### src/rtl/h264fua_pkg.sv
// ----------------------------------------------------------------------------
// h264fua_pkg
// Shared types and constants of the H.264 RTP FU-A packetizer.
// ----------------------------------------------------------------------------
package h264fua_pkg;

  localparam int unsigned CfgIdxW = 3;
  localparam logic [CfgIdxW-1:0] CFG_PLAYING    = 3'd0;
  localparam logic [CfgIdxW-1:0] CFG_SSRC       = 3'd1;
  localparam logic [CfgIdxW-1:0] CFG_TS_STEP    = 3'd2;
  localparam logic [CfgIdxW-1:0] CFG_START_SEQ  = 3'd3;
  localparam logic [CfgIdxW-1:0] CFG_START_TS   = 3'd4;

  localparam logic [31:0] SSRC_RESET    = 32'd4096;
  localparam logic [31:0] TS_STEP_RESET = 32'd3600;

  localparam logic [7:0] INTERLEAVE_MAGIC = 8'h24;
  localparam logic [7:0] INTERLEAVE_CHAN  = 8'h00;
  localparam logic [7:0] RTP_VERSION_BYTE = 8'h80;
  localparam logic [6:0] RTP_PAYLOAD_TYPE = 7'd96;
  localparam logic [4:0] FU_A_TYPE        = 5'd28;
  localparam logic [4:0] NAL_TYPE_SLICE   = 5'd1;
  localparam logic [4:0] NAL_TYPE_IDR     = 5'd5;
  localparam logic [15:0] RTP_HDR_LEN     = 16'd12;
  localparam logic [15:0] FU_HDR_LEN      = 16'd14;

  // Back-end byte sequencer steps: 0..15 interleave and RTP header.
  localparam int unsigned StepW = 5;
  localparam logic [StepW-1:0] STEP_HDR_FIRST = 5'd0;
  localparam logic [StepW-1:0] STEP_HDR_LAST  = 5'd15;
  localparam logic [StepW-1:0] STEP_FU_IND    = 5'd16;
  localparam logic [StepW-1:0] STEP_FU_HDR    = 5'd17;
  localparam logic [StepW-1:0] STEP_PAYLOAD   = 5'd18;
  localparam logic [StepW-1:0] STEP_START     = 5'd31;

  typedef struct packed {
    logic [7:0]  payload;
    logic        pend;
    logic        has_hdr;
    logic        has_fu;
    logic        mark;
    logic [15:0] pkt_len;
    logic [15:0] pkt_cnt;
    logic [31:0] ts_acc;
    logic [7:0]  fu_ind;
    logic [7:0]  fu_hdr;
  } job_t;

  typedef struct packed {
    logic [31:0] ssrc;
    logic [15:0] start_seq;
    logic [31:0] start_ts;
  } hdr_cfg_t;

endpackage

### src/rtl/h264fua_front.sv
// ----------------------------------------------------------------------------
// h264fua_front
// Accepts NAL bytes, tracks NAL and fragment position, and builds one job
// per byte that produces output.
// ----------------------------------------------------------------------------
module h264fua_front #(
  parameter int unsigned MAX_PAYLOAD_BYTES = 1400
) (
  input  logic                clk_i,
  input  logic                rst_ni,
  input  logic                playing_i,
  input  logic [31:0]         ts_step_i,
  input  logic                nal_valid_i,
  output logic                nal_ready_o,
  input  logic [7:0]          nal_byte_i,
  input  logic [23:0]         nal_length_i,
  output logic                push_o,
  output h264fua_pkg::job_t   job_o,
  input  logic                full_i
);

  localparam logic [23:0] MaxLen = 24'(MAX_PAYLOAD_BYTES);

  logic [23:0] offset_q, offset_d;
  logic [15:0] pkt_cnt_q, pkt_cnt_d;
  logic [31:0] ts_acc_q, ts_acc_d;
  logic [7:0]  fu_ind_q, fu_ind_d;
  logic [4:0]  type_q, type_d;
  logic [10:0] chunk_left_q, chunk_left_d;
  logic        single_q, single_d;

  logic        acc;
  logic        live;
  logic [23:0] pos;
  logic [23:0] remain;
  logic        nal_end;
  logic        nal_start;
  logic [10:0] chunk_base;
  logic [10:0] chunk;
  logic        frag_last;
  logic        new_chunk;
  logic [10:0] cl;
  logic        emit;

  assign nal_ready_o = !full_i;
  assign acc  = nal_valid_i && nal_ready_o;
  assign live = playing_i && (nal_length_i != '0);

  always_comb begin
    pos       = (offset_q >= nal_length_i) ? '0 : offset_q;
    remain    = nal_length_i - pos;
    nal_end   = (remain == 24'd1);
    nal_start = (pos == '0);

    type_d       = nal_start ? nal_byte_i[4:0] : type_q;
    fu_ind_d     = nal_start ? {nal_byte_i[7:5], h264fua_pkg::FU_A_TYPE} : fu_ind_q;
    single_d     = nal_start ? (nal_length_i <= MaxLen) : single_q;
    chunk_base   = nal_start ? '0 : chunk_left_q;
    ts_acc_d     = ts_acc_q;
    if (nal_start && (type_d == h264fua_pkg::NAL_TYPE_SLICE ||
                      type_d == h264fua_pkg::NAL_TYPE_IDR)) begin
      ts_acc_d = ts_acc_q + ts_step_i;
    end

    chunk     = (remain > MaxLen) ? MaxLen[10:0] : remain[10:0];
    frag_last = (remain <= MaxLen);
    new_chunk = (chunk_base == '0);
    cl        = (new_chunk ? chunk : chunk_base) - 11'd1;
    if (nal_end) begin
      cl = '0;
    end

    job_o         = '0;
    job_o.payload = nal_byte_i;
    job_o.pkt_cnt = pkt_cnt_q;
    job_o.ts_acc  = ts_acc_d;
    job_o.fu_ind  = fu_ind_d;
    emit          = 1'b0;
    chunk_left_d  = chunk_base;
    if (single_d) begin
      emit          = 1'b1;
      job_o.has_hdr = nal_start;
      job_o.mark    = 1'b1;
      job_o.pkt_len = h264fua_pkg::RTP_HDR_LEN + nal_length_i[15:0];
      job_o.pend    = nal_end;
    end else if (!nal_start) begin
      emit          = 1'b1;
      job_o.has_hdr = new_chunk;
      job_o.has_fu  = new_chunk;
      job_o.mark    = frag_last;
      job_o.pkt_len = h264fua_pkg::FU_HDR_LEN + 16'(chunk);
      job_o.fu_hdr  = {pos == 24'd1, frag_last, 1'b0, type_d};
      job_o.pend    = (cl == '0);
      chunk_left_d  = cl;
    end

    pkt_cnt_d = job_o.has_hdr ? pkt_cnt_q + 16'd1 : pkt_cnt_q;
    offset_d  = nal_end ? '0 : pos + 24'd1;
  end

  assign push_o = acc && live && emit;

  always_ff @(posedge clk_i or negedge rst_ni) begin
    if (!rst_ni) begin
      offset_q     <= '0;
      pkt_cnt_q    <= '0;
      ts_acc_q     <= '0;
      fu_ind_q     <= '0;
      type_q       <= '0;
      chunk_left_q <= '0;
      single_q     <= 1'b0;
    end else if (acc && live) begin
      offset_q     <= offset_d;
      pkt_cnt_q    <= pkt_cnt_d;
      ts_acc_q     <= ts_acc_d;
      fu_ind_q     <= fu_ind_d;
      type_q       <= type_d;
      chunk_left_q <= chunk_left_d;
      single_q     <= single_d;
    end
  end

endmodule

### src/rtl/h264fua_queue.sv
// ----------------------------------------------------------------------------
// h264fua_queue
// Two-entry job queue between the front end and the byte sequencer.
// ----------------------------------------------------------------------------
module h264fua_queue (
  input  logic               clk_i,
  input  logic               rst_ni,
  input  logic               push_i,
  input  h264fua_pkg::job_t  push_job_i,
  output logic               full_o,
  input  logic               pop_i,
  output logic               head_valid_o,
  output h264fua_pkg::job_t  head_job_o
);

  h264fua_pkg::job_t mem_q [2];
  logic       wptr_q;
  logic       rptr_q;
  logic [1:0] count_q;

  assign full_o       = (count_q == 2'd2);
  assign head_valid_o = (count_q != 2'd0);
  assign head_job_o   = mem_q[rptr_q];

  always_ff @(posedge clk_i) begin
    if (push_i) begin
      mem_q[wptr_q] <= push_job_i;
    end
  end

  always_ff @(posedge clk_i or negedge rst_ni) begin
    if (!rst_ni) begin
      wptr_q  <= 1'b0;
      rptr_q  <= 1'b0;
      count_q <= '0;
    end else begin
      if (push_i) begin
        wptr_q <= !wptr_q;
      end
      if (pop_i) begin
        rptr_q <= !rptr_q;
      end
      case ({push_i, pop_i})
        2'b10:   count_q <= count_q + 2'd1;
        2'b01:   count_q <= count_q - 2'd1;
        default: count_q <= count_q;
      endcase
    end
  end

endmodule

### src/rtl/h264fua_back.sv
// ----------------------------------------------------------------------------
// h264fua_back
// Byte sequencer: expands each job into interleave header, RTP header,
// FU-A bytes and payload byte, through a registered output stage.
// ----------------------------------------------------------------------------
module h264fua_back (
  input  logic                    clk_i,
  input  logic                    rst_ni,
  input  h264fua_pkg::hdr_cfg_t   cfg_i,
  input  logic                    head_valid_i,
  input  h264fua_pkg::job_t       head_job_i,
  output logic                    pop_o,
  output logic                    out_valid_o,
  input  logic                    out_ready_i,
  output logic [7:0]              out_byte_o,
  output logic                    packet_end_o,
  output logic                    run_last_o
);

  logic [h264fua_pkg::StepW-1:0] step_q, step_d, step;
  logic        out_valid_q;
  logic [7:0]  byte_q, byte_d;
  logic        pend_q, last_q, is_last;
  logic        advance;
  logic [15:0] seq;
  logic [31:0] ts;

  assign advance = head_valid_i && (!out_valid_q || out_ready_i);
  assign seq     = cfg_i.start_seq + head_job_i.pkt_cnt;
  assign ts      = cfg_i.start_ts + head_job_i.ts_acc;

  always_comb begin
    step = step_q;
    if (step_q == h264fua_pkg::STEP_START) begin
      step = head_job_i.has_hdr ? h264fua_pkg::STEP_HDR_FIRST : h264fua_pkg::STEP_PAYLOAD;
    end
    is_last = (step == h264fua_pkg::STEP_PAYLOAD);
    if (is_last) begin
      step_d = h264fua_pkg::STEP_START;
    end else if (step == h264fua_pkg::STEP_HDR_LAST) begin
      step_d = head_job_i.has_fu ? h264fua_pkg::STEP_FU_IND : h264fua_pkg::STEP_PAYLOAD;
    end else begin
      step_d = step + 5'd1;
    end
  end

  always_comb begin
    case (step)
      5'd0:    byte_d = h264fua_pkg::INTERLEAVE_MAGIC;
      5'd1:    byte_d = h264fua_pkg::INTERLEAVE_CHAN;
      5'd2:    byte_d = head_job_i.pkt_len[15:8];
      5'd3:    byte_d = head_job_i.pkt_len[7:0];
      5'd4:    byte_d = h264fua_pkg::RTP_VERSION_BYTE;
      5'd5:    byte_d = {head_job_i.mark, h264fua_pkg::RTP_PAYLOAD_TYPE};
      5'd6:    byte_d = seq[15:8];
      5'd7:    byte_d = seq[7:0];
      5'd8:    byte_d = ts[31:24];
      5'd9:    byte_d = ts[23:16];
      5'd10:   byte_d = ts[15:8];
      5'd11:   byte_d = ts[7:0];
      5'd12:   byte_d = cfg_i.ssrc[31:24];
      5'd13:   byte_d = cfg_i.ssrc[23:16];
      5'd14:   byte_d = cfg_i.ssrc[15:8];
      5'd15:   byte_d = cfg_i.ssrc[7:0];
      h264fua_pkg::STEP_FU_IND: byte_d = head_job_i.fu_ind;
      h264fua_pkg::STEP_FU_HDR: byte_d = head_job_i.fu_hdr;
      default: byte_d = head_job_i.payload;
    endcase
  end

  assign pop_o = advance && is_last;

  always_ff @(posedge clk_i or negedge rst_ni) begin
    if (!rst_ni) begin
      step_q      <= h264fua_pkg::STEP_START;
      out_valid_q <= 1'b0;
    end else begin
      if (advance) begin
        step_q      <= step_d;
        out_valid_q <= 1'b1;
      end else if (out_ready_i) begin
        out_valid_q <= 1'b0;
      end
    end
  end

  always_ff @(posedge clk_i) begin
    if (advance) begin
      byte_q <= byte_d;
      pend_q <= is_last && head_job_i.pend;
      last_q <= is_last;
    end
  end

  assign out_valid_o  = out_valid_q;
  assign out_byte_o   = byte_q;
  assign packet_end_o = pend_q;
  assign run_last_o   = last_q;

endmodule

### src/rtl/h264_rtp_fua_packetizer.sv
// ----------------------------------------------------------------------------
// h264_rtp_fua_packetizer
// H.264 RTP packetizer (single NAL and FU-A) with TCP-interleaved framing.
// ----------------------------------------------------------------------------
// Takes one NAL byte per transaction and emits the framed stream one byte per
// transaction. A payload byte yields one output byte; the first byte of a
// NAL sent whole adds 16 header bytes and the first byte of each FU-A
// fragment adds 18, all paced by the back-end byte sequencer; the header
// byte of a fragmented NAL and a dropped byte produce no output. A two-entry
// job queue lets the front end take the next byte while the sequencer is
// still busy.
module h264_rtp_fua_packetizer #(
  parameter int unsigned MAX_PAYLOAD_BYTES = 1400
) (
  input  logic        clk_i,
  input  logic        rst_ni,
  input  logic        cfg_we_i,
  input  logic [2:0]  cfg_index_i,
  input  logic [31:0] cfg_wdata_i,
  input  logic        nal_valid_i,
  output logic        nal_ready_o,
  input  logic [7:0]  nal_byte_i,
  input  logic [23:0] nal_length_i,
  output logic        out_valid_o,
  input  logic        out_ready_i,
  output logic [7:0]  out_byte_o,
  output logic        packet_end_o,
  output logic        run_last_o
);

  logic        playing_q;
  logic [31:0] ts_step_q;
  h264fua_pkg::hdr_cfg_t hdr_cfg_q;

  logic              push;
  logic              full;
  logic              pop;
  logic              head_valid;
  h264fua_pkg::job_t push_job;
  h264fua_pkg::job_t head_job;

  always_ff @(posedge clk_i or negedge rst_ni) begin
    if (!rst_ni) begin
      playing_q           <= 1'b0;
      ts_step_q           <= h264fua_pkg::TS_STEP_RESET;
      hdr_cfg_q.ssrc      <= h264fua_pkg::SSRC_RESET;
      hdr_cfg_q.start_seq <= '0;
      hdr_cfg_q.start_ts  <= '0;
    end else if (cfg_we_i) begin
      case (cfg_index_i)
        h264fua_pkg::CFG_PLAYING:    playing_q           <= cfg_wdata_i[0];
        h264fua_pkg::CFG_SSRC:       hdr_cfg_q.ssrc      <= cfg_wdata_i;
        h264fua_pkg::CFG_TS_STEP:    ts_step_q           <= cfg_wdata_i;
        h264fua_pkg::CFG_START_SEQ:  hdr_cfg_q.start_seq <= cfg_wdata_i[15:0];
        h264fua_pkg::CFG_START_TS:   hdr_cfg_q.start_ts  <= cfg_wdata_i;
        default: ;
      endcase
    end
  end

  h264fua_front #(
    .MAX_PAYLOAD_BYTES(MAX_PAYLOAD_BYTES)
  ) u_front (
    .clk_i        (clk_i),
    .rst_ni       (rst_ni),
    .playing_i    (playing_q),
    .ts_step_i    (ts_step_q),
    .nal_valid_i  (nal_valid_i),
    .nal_ready_o  (nal_ready_o),
    .nal_byte_i   (nal_byte_i),
    .nal_length_i (nal_length_i),
    .push_o       (push),
    .job_o        (push_job),
    .full_i       (full)
  );

  h264fua_queue u_queue (
    .clk_i        (clk_i),
    .rst_ni       (rst_ni),
    .push_i       (push),
    .push_job_i   (push_job),
    .full_o       (full),
    .pop_i        (pop),
    .head_valid_o (head_valid),
    .head_job_o   (head_job)
  );

  h264fua_back u_back (
    .clk_i        (clk_i),
    .rst_ni       (rst_ni),
    .cfg_i        (hdr_cfg_q),
    .head_valid_i (head_valid),
    .head_job_i   (head_job),
    .pop_o        (pop),
    .out_valid_o  (out_valid_o),
    .out_ready_i  (out_ready_i),
    .out_byte_o   (out_byte_o),
    .packet_end_o (packet_end_o),
    .run_last_o   (run_last_o)
  );

endmodule

### config.mk
export PLATFORM = sky130hd
export DESIGN_NAME = h264_rtp_fua_packetizer
export DESIGN_NICKNAME = d
export VERILOG_FILES = /design/src/rtl/h264fua_pkg.sv /design/src/rtl/h264fua_front.sv /design/src/rtl/h264fua_queue.sv /design/src/rtl/h264fua_back.sv /design/src/rtl/h264_rtp_fua_packetizer.sv
export SDC_FILE = /design/constraint.sdc
export NUM_CORES = 1
export LEC_CHECK = 0
export ABC_CLOCK_PERIOD_IN_PS = 7900
export BUFFER_PORTS_ARGS = -buffer_cell sky130_fd_sc_hd__buf_2
export CORE_MARGIN = 2
export CORE_UTILIZATION = 45
export CTS_CLUSTER_DIAMETER = 150
export CTS_CLUSTER_SIZE = 14
export DETAILED_ROUTE_END_ITERATION = 7
export PLACE_DENSITY = 0.6
export SYNTH_ARGS = -nofsm -noshare
export SYNTH_HDL_FRONTEND = slang
export SYNTH_SLANG_ARGS = --single-unit
### constraint.sdc
create_clock -name clk_i -period 7.9 [get_ports clk_i]
set_clock_uncertainty 0.1 [all_clocks]
set_input_delay 0.79 -clock clk_i [delete_from_list [all_inputs] [get_ports clk_i]]
set_output_delay 0.79 -clock clk_i [all_outputs]
set_load 0.02 [all_outputs]
==> PnR_summary.wiki <==
{| class="wikitable"
! Metric !! Value
|-
| Result of the run || finished, final reports clean
|-
| Global routing usage summed across all routing layers || 23.6%
|-
| Critical path data arrival time || 7.50 ns
|-
| Minimum period implied by the final worst setup slack || 7.28 ns
|-
| Count of vias placed by the detailed router || 17,291
|-
| CP Capture Type || flip-flop
|-
| Top cells by area, synth || edfxtp_1, dfrtp_1, mux2_2
|-
| Share of flip-flops with an asynchronous set or reset || 53.4%
|-
| Placement-stage worst setup slack || 0.208 ns
|-
| Max-slew violation count || 0
|-
| Largest net degree at the start of global routing || 91
|-
| Startpoint-to-endpoint class of the critical path || flip-flop to flip-flop
|-
| Number of nets at the end of the flow || 2,479
|-
| Clock-pin slew reported for the worst setup and hold paths after clock tree synthesis || 0.07 ns
|-
| Combinational power share || 42.5%
|-
| Post-synthesis net count || 2,381
|-
| Critical-path cell with the highest stage delay || dfrtp_1
|-
| Top cells by instance count after synthesis || dfrtp_1, mux2_2, edfxtp_1
|-
| Number of vias per cell after detailed routing || 5.82
|-
| Switching power || 0.00312 W
|-
| Number of warnings reported in the yosys synthesis log || 0
|-
| Max Cap Violations || 0
|-
| Cell with the most instances after synthesis || dfrtp_1
|-
| Power density relative to cell area || 313 nW/um^2
|-
| Area after DPL || 25,000 um^2
|-
| Fill cell instance count of the final layout || 4,633
|-
| Clock tree sinks || 412
|-
| Average instance area after synthesis || 10.9 um^2
|-
| Die footprint || 54,300 um^2
|-
| Prevailing post-synth register cell || dfrtp_1
|-
| Number of hold buffers added after CTS || 0
|-
| Post-route DRC violation count || 0
|-
| Part of the power in the clock network || 20.3%
|-
| First drt pass iteration count || 5
|-
| Post-route design area || 26,000 um^2
|-
| Area delta synth->final || 10.2%
|-
| Sequential share of the synthesized area || 47.8%
|-
| Global-route wire length before repair || 98.7 mm
|-
| IO buf count || 83
|-
| Type of the most critical hold path || input port to async pin
|-
| Synth area leader || edfxtp_1
|-
| Fraction of final layout cells with drive strength greater than 1 || 18.1%
|-
| Number of synthesized register bits || 412
|-
| Setup slack after layout || 0.625 ns
|-
| Total power || 0.00815 W
|-
| Effective utilization at floorplan || 45.7%
|-
| Post-synthesis cell count || 2,166
|-
| I/O pin total || 84
|-
| Post CTS Setup Buffer Count || 0
|-
| Number of cells upsized or downsized after cts || 0
|-
| Number of rows in the core area || 83
|-
| Per-cell routed wire length || 21.4 um
|-
| Final wirelength || 63.6 mm
|-
| Internal cell power || 0.00503 W
|-
| Standard cell core area || 51,600 um^2
|-
| Sequential group share of total power || 37.2%
|-
| Clock network latency to the later pin of the worst-skew pair || 0.55 ns
|-
| Detailed Place HPWL || 47.3 mm
|-
| Post-Syn Area || 23,600 um^2
|-
| Delay contributed by the slowest stage of the critical path || 0.48 ns
|-
| Area fraction of the dominant cell type after synthesis || 24.4%
|-
| Relative slew slack || 9.58%
|-
| Critical path launch point type || flip-flop
|-
| Slew at the pin with the worst max-slew slack || 1.32 ns
|-
| Worst supply voltage drop on vdd || 0.000135 V
|-
| Critical path required time || 8.13 ns
|-
| Highest net fanout along the worst path || 8
|-
| Fmax || 137 MHz
|-
| Period utilisation layout || 92.1%
|-
| Clock tree from TritonCTS || yes
|-
| Cells on worst reg2reg path || 27
|-
| Number of H-tree branching levels || 2
|-
| Number of synthesized flops with an enable pin || 192
|-
| Final Hold Violating Endpoints || 0
|-
| Count of different cell masters after synthesis || 95
|-
| Height of the chip || 233 um
|-
| Placer congestion estimate || 0.950
|-
| Number of buffers on the longest clock path || 3
|-
| Via count of the first global-routing pass || 17,168
|-
| Final core utilization || 50.4%
|-
| Static leakage || 10.6 nW
|-
| Number of buffers created by CTS || 35
|-
| Antenna viol nets, final || 0
|-
| Clock root buffer master || clkbuf_16
|-
| Remaining global-route overflow || 0
|-
| Initial antenna violation count || 8
|-
| Setup violation total in the final timing report || 0
|-
| Setup repair after global routing missed its margin || false
|-
| Initial drt markers || 1,367
|-
| Die Width || 233 um
|-
| Sw frac || 38.2%
|}
[cell type report]
class | count | area (um^2) | share of cell area (%)
Tap cell | 680 | 851 | 3.27
Clock inverter | 1 | 8.76 | 0.0337
Sequential cell | 412 | 11300 | 43.4
Antenna cell | 3 | 7.51 | 0.0289
Multi-Input combinational cell | 1622 | 11800 | 45.5
Clock buffer | 61 | 1020 | 3.91
Inverter | 68 | 255 | 0.981
Timing Repair Buffer | 125 | 753 | 2.90
[stage by stage]
step                instances  hold slack, ns  TNS, ns
floorplan                2166           0.325   -88.94
global placement         2907           0.340        0
detailed placement       2907           0.344        0
CTS                      2969           0.201        0
global route             2971           0.208        0
finish                   2972           0.165        0
[metal layers]
| layer | GRT usage (%) | up-vias | share of wire, % | routed length, um |
|---|---|---|---|---|
| li1 | - | 8216 | - | - |
| met1 | 30.7 | 8584 | 44 | 27900 |
| met2 | 40.6 | 379 | 49 | 31000 |
| met3 | 3.69 | 100 | 4.5 | 2860 |
| met4 | 6.79 | 12 | 2.7 | 1720 |
| met5 | 0 | - | 0.14 | 89 |
[worst paths after layout]
check / to / from / slack, ns
max in group asynchronous: hdr_cfg_q[28] / rst_ni / 6.06
worst min register to register: u_front.fu_ind_q[3] / u_front.fu_ind_q[3] / 0.37
worst max-delay path: u_queue.mem_q[0][83] / u_front.offset_q[9] / 0.62
worst max register to register: u_queue.mem_q[0][83] / u_front.offset_q[9] / 0.62
worst min-delay path: u_front.ts_acc_q[1] / rst_ni / 0.16
min in group clk_i: u_queue.mem_q[1][86] / nal_byte_i[2] / 0.35
[cells by family after synthesis]
family,Yosys count,share of synthesized area (%)
muxes,243,11.3
xor gates and xnor gates,131,4.86
adders and majority gates,143,7.71
buffers and inverters,132,2.29
DFF,412,47.8
and+or+nand+nor,603,12.5
AOI/OAI and AO/OA,502,13.5
[state kept, by name, summed over array words and instances (netlist names), 5 cells and up]
name                  flops
ts_step_q                32
hdr_cfg_q                80
u_queue.mem_q           182
u_front.chunk_left_q     11
u_back.out_byte_o         8
u_front.type_q            5
u_front.ts_acc_q         32
u_front.offset_q         24
u_front.fu_ind_q          8
u_front.pkt_cnt_q        16
u_back.step_q             5
[power groups by stage]
stage          logic (W)  clock network, W  registers (W)
2_1_floorplan    0.00242                 0        0.00299
3_3_place_gp     0.00339                 0        0.00306
3_5_place_dp     0.00343                 0        0.00307
4_1_cts          0.00345           0.00170        0.00303
5_1_grt          0.00377           0.00177        0.00308
6_report         0.00346           0.00166        0.00303
[worst max-delay path, delay by kind of cell, from the launching register on]
family | cells | cell delay (ns)
DFF | 1 | 0.48
xor gates and xnor gates | 1 | 0.17
and+or+nand+nor | 9 | 2.12
adders and majority gates | 4 | 1.22
AOI/OAI and AO/OA | 12 | 2.65
muxes | 1 | 0.31
[placed cells by master (no fill, tap or decap), types with 8 or more instances in the layout]
cell type and n:
buf_2 82, nand3_1 52, o211ai_1 11, nor2_1 130, or2_2 9, edfxtp_1 192
nor3_1 42, nand4_1 23, nand2_1 183, a22o_1 12, xnor2_1 87, mux2_2 196
a21o_1 31, a22oi_1 15, and3_1 23, buf_4 41, a211oi_1 15, nand2b_1 38
mux2i_1 47, nor2b_1 21, nor4_1 15, a21oi_1 114, or3_1 9, ha_1 139
and2_1 14, dfrtp_1 209, a221oi_1 8, clkbuf_1 24, o22ai_1 21, or4_1 8
o31ai_1 15, clkbuf_16 37, o21bai_1 13, inv_1 68, o21a_1 24, dfstp_2 10
a31oi_1 17, xor2_1 44, o21ai_0 143
No activity file was read; power rests on OpenSTA's default activity.
